## config.mk

```make
export PLATFORM = sky130hd
export DESIGN_NAME = epss_row
export DESIGN_NICKNAME = d
export VERILOG_FILES = /design/src/rtl/epss_pkg.sv /design/src/rtl/epss_cell.sv /design/src/rtl/epss_row.sv
export SDC_FILE = /design/constraint.sdc
export NUM_CORES = 2
export LEC_CHECK = 0
export BUFFER_PORTS_ARGS = -buffer_cell sky130_fd_sc_hd__buf_4
export CORE_MARGIN = 4
export CORE_UTILIZATION = 55
export CTS_BUF_LIST = sky130_fd_sc_hd__clkbuf_2 sky130_fd_sc_hd__clkbuf_4 sky130_fd_sc_hd__clkbuf_8
export DETAILED_ROUTE_END_ITERATION = 10
export PLACE_DENSITY = 0.73
export SLEW_MARGIN = 0
export SYNTH_ARGS = -nofsm -noshare
export SYNTH_HDL_FRONTEND = slang
export SYNTH_SLANG_ARGS = --single-unit
```

## constraint.sdc

```tcl
create_clock -name clk -period 1 [get_ports clk]
set_clock_uncertainty 0.1 [all_clocks]
set_input_delay 0.05 -clock clk [delete_from_list [all_inputs] [get_ports clk]]
set_output_delay 0.05 -clock clk [all_outputs]
set_load 0.05 [all_outputs]
```

## src/rtl/epss_pkg.sv

```systemverilog
// ----------------------------------------------------------------------------
// Subset-sum package
// Field widths, parameter defaults and the cell control bundle.
// ----------------------------------------------------------------------------
package epss_pkg;

	// Fixed field widths of the item and result beats.
	localparam int VALUE_W = 8;
	localparam int TOTAL_W = 11;

	// Parameter defaults for the top level.
	localparam int DEF_MAX_TOTAL = 2047;
	localparam int DEF_MAX_VALUE = 255;

	// Control broadcast from the sequencer to every cell of the row.
	typedef struct packed {
		logic clear;
		logic load;
		logic shift;
		logic merge;
	} cell_ctl_t;

endpackage

```

## src/rtl/epss_cell.sv

```systemverilog
// ----------------------------------------------------------------------------
// Subset-sum cell
// Holds one reachable-sum bit and one bit of the shifting copy.
// ----------------------------------------------------------------------------
module epss_cell import epss_pkg::*; #(
	parameter bit RESET_SET = 1'b0
) (
	input  logic      clk,
	input  logic      arst_n,
	input  cell_ctl_t ctl,
	input  logic      s_in,
	output logic      s_out
);

	logic v_q;
	logic s_q;

	// Reachable bit: cleared to its start value, or merged with the shifted copy.
	always_ff @(posedge clk or negedge arst_n) begin
		if (!arst_n) begin
			v_q <= RESET_SET;
		end else if (ctl.clear) begin
			v_q <= RESET_SET;
		end else if (ctl.shift && ctl.merge) begin
			v_q <= v_q | s_in;
		end
	end

	// Shifting copy: loaded from the reachable bit, then taken from the lower neighbor.
	always_ff @(posedge clk) begin
		if (ctl.load) begin
			s_q <= v_q;
		end else if (ctl.shift) begin
			s_q <= s_in;
		end
	end

	assign s_out = s_q;

endmodule

```

## src/rtl/epss_row.sv

```systemverilog
// ----------------------------------------------------------------------------
// Subset-sum cell row
// Chains one cell per reachable sum; the copy moves up one sum per shift.
// ----------------------------------------------------------------------------
module epss_row import epss_pkg::*; #(
	parameter int SUM_BITS = DEF_MAX_TOTAL / 2 + 1
) (
	input  logic      clk,
	input  logic      arst_n,
	input  cell_ctl_t ctl,
	output logic      top_bit
);

	logic [SUM_BITS:0] link;

	// Sum zero has no lower neighbor and shifts in a zero.
	assign link[0] = 1'b0;

	for (genvar i = 0; i < SUM_BITS; i++) begin : g_cell
		epss_cell #(
			.RESET_SET(i == 0)
		) u_cell (
			.clk   (clk),
			.arst_n(arst_n),
			.ctl   (ctl),
			.s_in  (link[i]),
			.s_out (link[i+1])
		);
	end

	assign top_bit = link[SUM_BITS];

endmodule

```

# Yosys cells after proc, flatten, opt, wreduce, memory -nomap -nowiden
# Index checks and enable logic that the tools add are counted.
dict set report classes {
  mux 4093
  bitwise 1023
  reduce_logical 3
}
# op n
set ops {}
lappend ops {{1-bit two-way mux} 4093}
lappend ops {{1-bit OR} 1023}
lappend ops {{2-bit nonzero test} 2}
lappend ops {{1-bit logical AND} 1}
dict set report word_totals {
  regBits 2047
  out_inout_bits 1
  wordCells 7166
}

# Depth between registers and ports, before layout
dict set report depth {
  ltp_word 3
  ltp_mapped 6
  depth_no_buf 2
}

# Cells and area by module
# Synthesis repeated with hierarchy kept, for this count alone.
dict set report unflattened {
  hier_cells 6144
  hier_area_um2 88406.0
}
# mod instances cells_each area_each_um2
set by_module_without_submodules {}
lappend by_module_without_submodules {{epss_cell at g_cell[1000].u_cell ...} 1023 6 86.3}
lappend by_module_without_submodules {{epss_cell at g_cell[0].u_cell} 1 5 83.8}
lappend by_module_without_submodules {epss_row 1 1 3.8}

# Least setup slack after synthesis
# Ideal clock, no wire load.
dict set report synth_path {
  path_kind {input -> register}
  startpoint {input ctl[1] (netlist bit)}
  endpoint {register g_cell[0].u_cell.s_q (enable)}
  setup_time_ps 978
  t_arrival_ps 12789
  t_required_ps -78
  setup_slack_ps -12867
  cell_stages 4
  n_path_buf 3
  path_cell_list {buf_2 -> buf_2 -> buf_1 -> or2_2}
}
dict set report synth_via {
  elab_chain_len 1
}
# item line_no
set synth_rtl {}
lappend synth_rtl {{from (decl)} epss_row.sv:10} ;# input cell_ctl_t ctl,
lappend synth_rtl {{2-bit nonzero test (no source line)} -}
lappend synth_rtl {{to (signal assigned)} epss_cell.sv:32} ;# s_q <= v_q;
lappend synth_rtl {{to (signal assigned)} epss_cell.sv:34} ;# s_q <= s_in;
lappend synth_rtl {{to (decl)} epss_cell.sv:16} ;# logic s_q;
# No other way between the ends.
# A chain may end at the register's enable or synchronous reset.

# Final worst setup path
dict set report layout_path {
  startpoint {register g_cell[1023].u_cell.s_q}
  endpoint {output top_bit}
}
# item line_no
set layout_lines {}
lappend layout_lines {{from (decl)} epss_cell.sv:16}
lappend layout_lines {{from (signal assigned)} epss_cell.sv:32}
lappend layout_lines {{from (signal assigned)} epss_cell.sv:34}
lappend layout_lines {{to (decl)} epss_row.sv:11} ;# output logic top_bit
# No word-level cell between the ends.

==> impl_metrics.tcl <==
set metrics [dict create \
    fmax_mhz 573 \
    crit_path_max_incr_delay_ns 0.41 \
    via_count 48700 \
    antenna_left 0 \
    setup_slack_ns -0.746 \
    port_buffers 6 \
    antenna_found_initial 2 \
    post_dp_cell_area_mm2 0.0874 \
    synth-seq-area-share_pct 68.8 \
    final_layout_size_suffix_gt1_share_pct 37.6 \
    postLayoutCoreUtil_pct 66.5 \
    holdPathStages 4 \
    postSynthAreaPerCell_um2 14.7 \
    fin_area_mm2 0.0982 \
    start_kind "flop" \
    start_util_pct 55.4 \
    hold_violations 659 \
    clock_path_buffers 4 \
    reg2regPathDepth 1 \
    area_growth_pct 19.9 \
    grtUsageTotal_pct 20.6 \
    pwr-share-clk_pct 38.4 \
    crit_buf_inv 1 \
    syn_nets 5579 \
    p_int_uw 148000 \
    cts.sinks 2047 \
    p_leak_uw 0.0429 \
    path_depth 1 \
    die_w_um 394 \
    max-slew-margin-rel_pct 60.8 \
    syn_area_mm2 0.0819 \
    finalPower_uw 193000 \
    cap_violations 0 \
    core_area_mm2 0.148 \
    slew_viol_final 0 \
    peakVddDrop_uv 1540 \
    p_comb_share_pct 9.6 \
    synthesis.instances 5573 \
    worst_pin_slew_ns 0.588 \
    clkSlewWorstSetupHoldPaths_ns 0.07 \
    ys_types 12 \
    drt_pass1_iterations 5 \
    wl_per_cell_um 19.5 \
    first_global_vias 52100 \
    violations "hold timing, setup timing" \
    grt_max_degree 76 \
    fillers 9785 \
    crit_family "flip-flops" \
    p_sw_share_pct 23.2 \
    drt_iter0_drc 3181 \
    cp_slowest_cell "edfxtp_1" \
    drt_wl_total_um 163000 \
    dieArea_mm2 0.155 \
    drc_errors 0 \
    pwr-share-seq_pct 52.0 \
    nets 6207 \
    fin_crit_ns 1.75 \
    cts_tree "done" \
    yosys_warnings 0 \
    power_density_mw_per_mm2 1960 \
    worst-path-max-fanout 1 \
    numCtsBuffers 331 \
    fin_hold_ws_ns -0.445 \
    cp-end-kind "primary output" \
    clock_latency_ns 1.00 \
    path_cells "buf_6" \
    vias_per_cell 5.81 \
    cp.required_ns 0.85 \
    hold_class "in -> reg" \
    min_period_over_period_pct 175 \
    switching_power_uw 44700 \
    htreeDepth 5 \
    finalSetupViolations 1046 \
    rows 141 \
    ios 7 \
    grt_overflow 0 \
    cp_data_arrival_time_ns 1.60 \
    status "finished, violations left" \
    ys_seq_elements 2047 \
    rsz0062_at_grt "true" \
    worstSetupPathType "reg -> out" \
    hpwl_um 88400 \
    die_h_um 394 \
    grt_pass1_wl_um 269000 \
    place.gp.congestion 0.732 \
    cts_root_buf "clkbuf_8" \
]
cell usage after synthesis:
master,instances,area share [%]
dfrtp_1,1023,31
edfxtp_1,1024,38
mux2_4,359,6.6
nor2_1,1023,4.7
buf_4,23,0.21
buf_2,296,1.8
mux2_2,664,9.1
clkbuf_1,70,0.32
a31oi_1,1023,7.8
or2_2,1,0.0076
buf_1,26,0.12
buf_6,41,0.56
stage by stage:
stage / worst slack (ns) / instances / TNS, ns
CTS: -0.864 / 8371 / -667.58
floorplan: -7.60 / 5573 / -8019.26
global placement: -0.577 / 7485 / -1139.52
finish: -0.746 / 8380 / -25.53
global route: -0.841 / 8380 / -44.82
detailed placement: -0.588 / 7485 / -1157.79
power by group through the flow:
stage	sequential (uW)	clock [uW]	combinational [uW]
final	100000	73900	18500
after global routing	101000	79700	20000
after CTS	99900	75700	17700
after detailed placement	101000	0	15700
after global placement	101000	0	15300
after floorplan	101000	0	10700
repair_timing:
| item | 4_1_cts | 5_1_grt |
|---|---|---|
| pin swaps | 2 | 96 |
| gates cloned | 0 | 2 |
| endpoints found under the setup margin | 821 | 2343 |
| hold buffers | 28 | 5 |
| hold endpoints to repair | 4094 | 1124 |
| gates resized for setup | 19 | 229 |
| setup buffers | 279 | 0 |
registers in the layout (all words and copies together), names as in the netlist:
register / cells
g_cell.u_cell.v_q: 1023
g_cell.u_cell.s_out: 1024
cells by family (layout without fill, tap and decap cells):
| logic type | after synthesis | count (layout) | synth area share [%] |
|---|---|---|---|
| flip-flops | 2047 | 2047 | 68.8 |
| AND/OR/NAND/NOR | 1024 | 1024 | 4.69 |
| AO/OA/AOI/OAI | 1023 | 1023 | 7.81 |
| multiplexers | 1023 | 1023 | 15.7 |
| buffers and inverters | 456 | 1330 | 3.02 |
| other | 0 | 3 | 0 |
cells in the final DEF (no fill, tap or decap), drive strengths merged:
cell type	n
edfxtp	1024
dfrtp	1023
nor2	1023
a31oi	1023
mux2	1023
buf	727
clkbuf	528
clkinv	42
dlygate4sd3	21
clkinvlp	5
bufinv	4
diode	3
inv	3
or2	1
final timing paths:
| kind | start | endpoint | slack [ns] |
|---|---|---|---|
| setup / recovery | g_cell[1023].u_cell.s_out | top_bit | -0.75 |
| hold / removal | ctl[2] | g_cell[82].u_cell.s_out | -0.44 |
| setup reg to reg | g_cell[30].u_cell.s_out | g_cell[31].u_cell.s_out | -0.11 |
| hold reg to reg | g_cell[143].u_cell.s_out | g_cell[144].u_cell.v_q | 0.38 |
| max in group asynchronous | arst_n | g_cell[212].u_cell.v_q | -0.04 |
| min in group asynchronous | arst_n | g_cell[254].u_cell.v_q | -0.29 |
routing by layer:
layer | GRT usage [%] | part of all wire [%] | vias up
met2 | 33.9 | 50 | 1048
met3 | 3.24 | 3.8 | 307
met5 | 0 | 0 | -
li1 | - | - | 22100
met1 | 28.5 | 44 | 25200
met4 | 6.23 | 2.3 | 0
area by class of cell:
type | instances | area [um2] | area share (%)
sequential | 2047 | 56300 | 57.4
multi-input combinational | 3070 | 24500 | 24.9
timing repair buffer | 751 | 8200 | 8.35
clock buffer | 525 | 6440 | 6.56
tap | 1930 | 2410 | 2.46
clock inverter | 54 | 372 | 0.378
antenna | 3 | 7.51 | 0.00764
No activity file was read; power rests on OpenSTA's default activity.
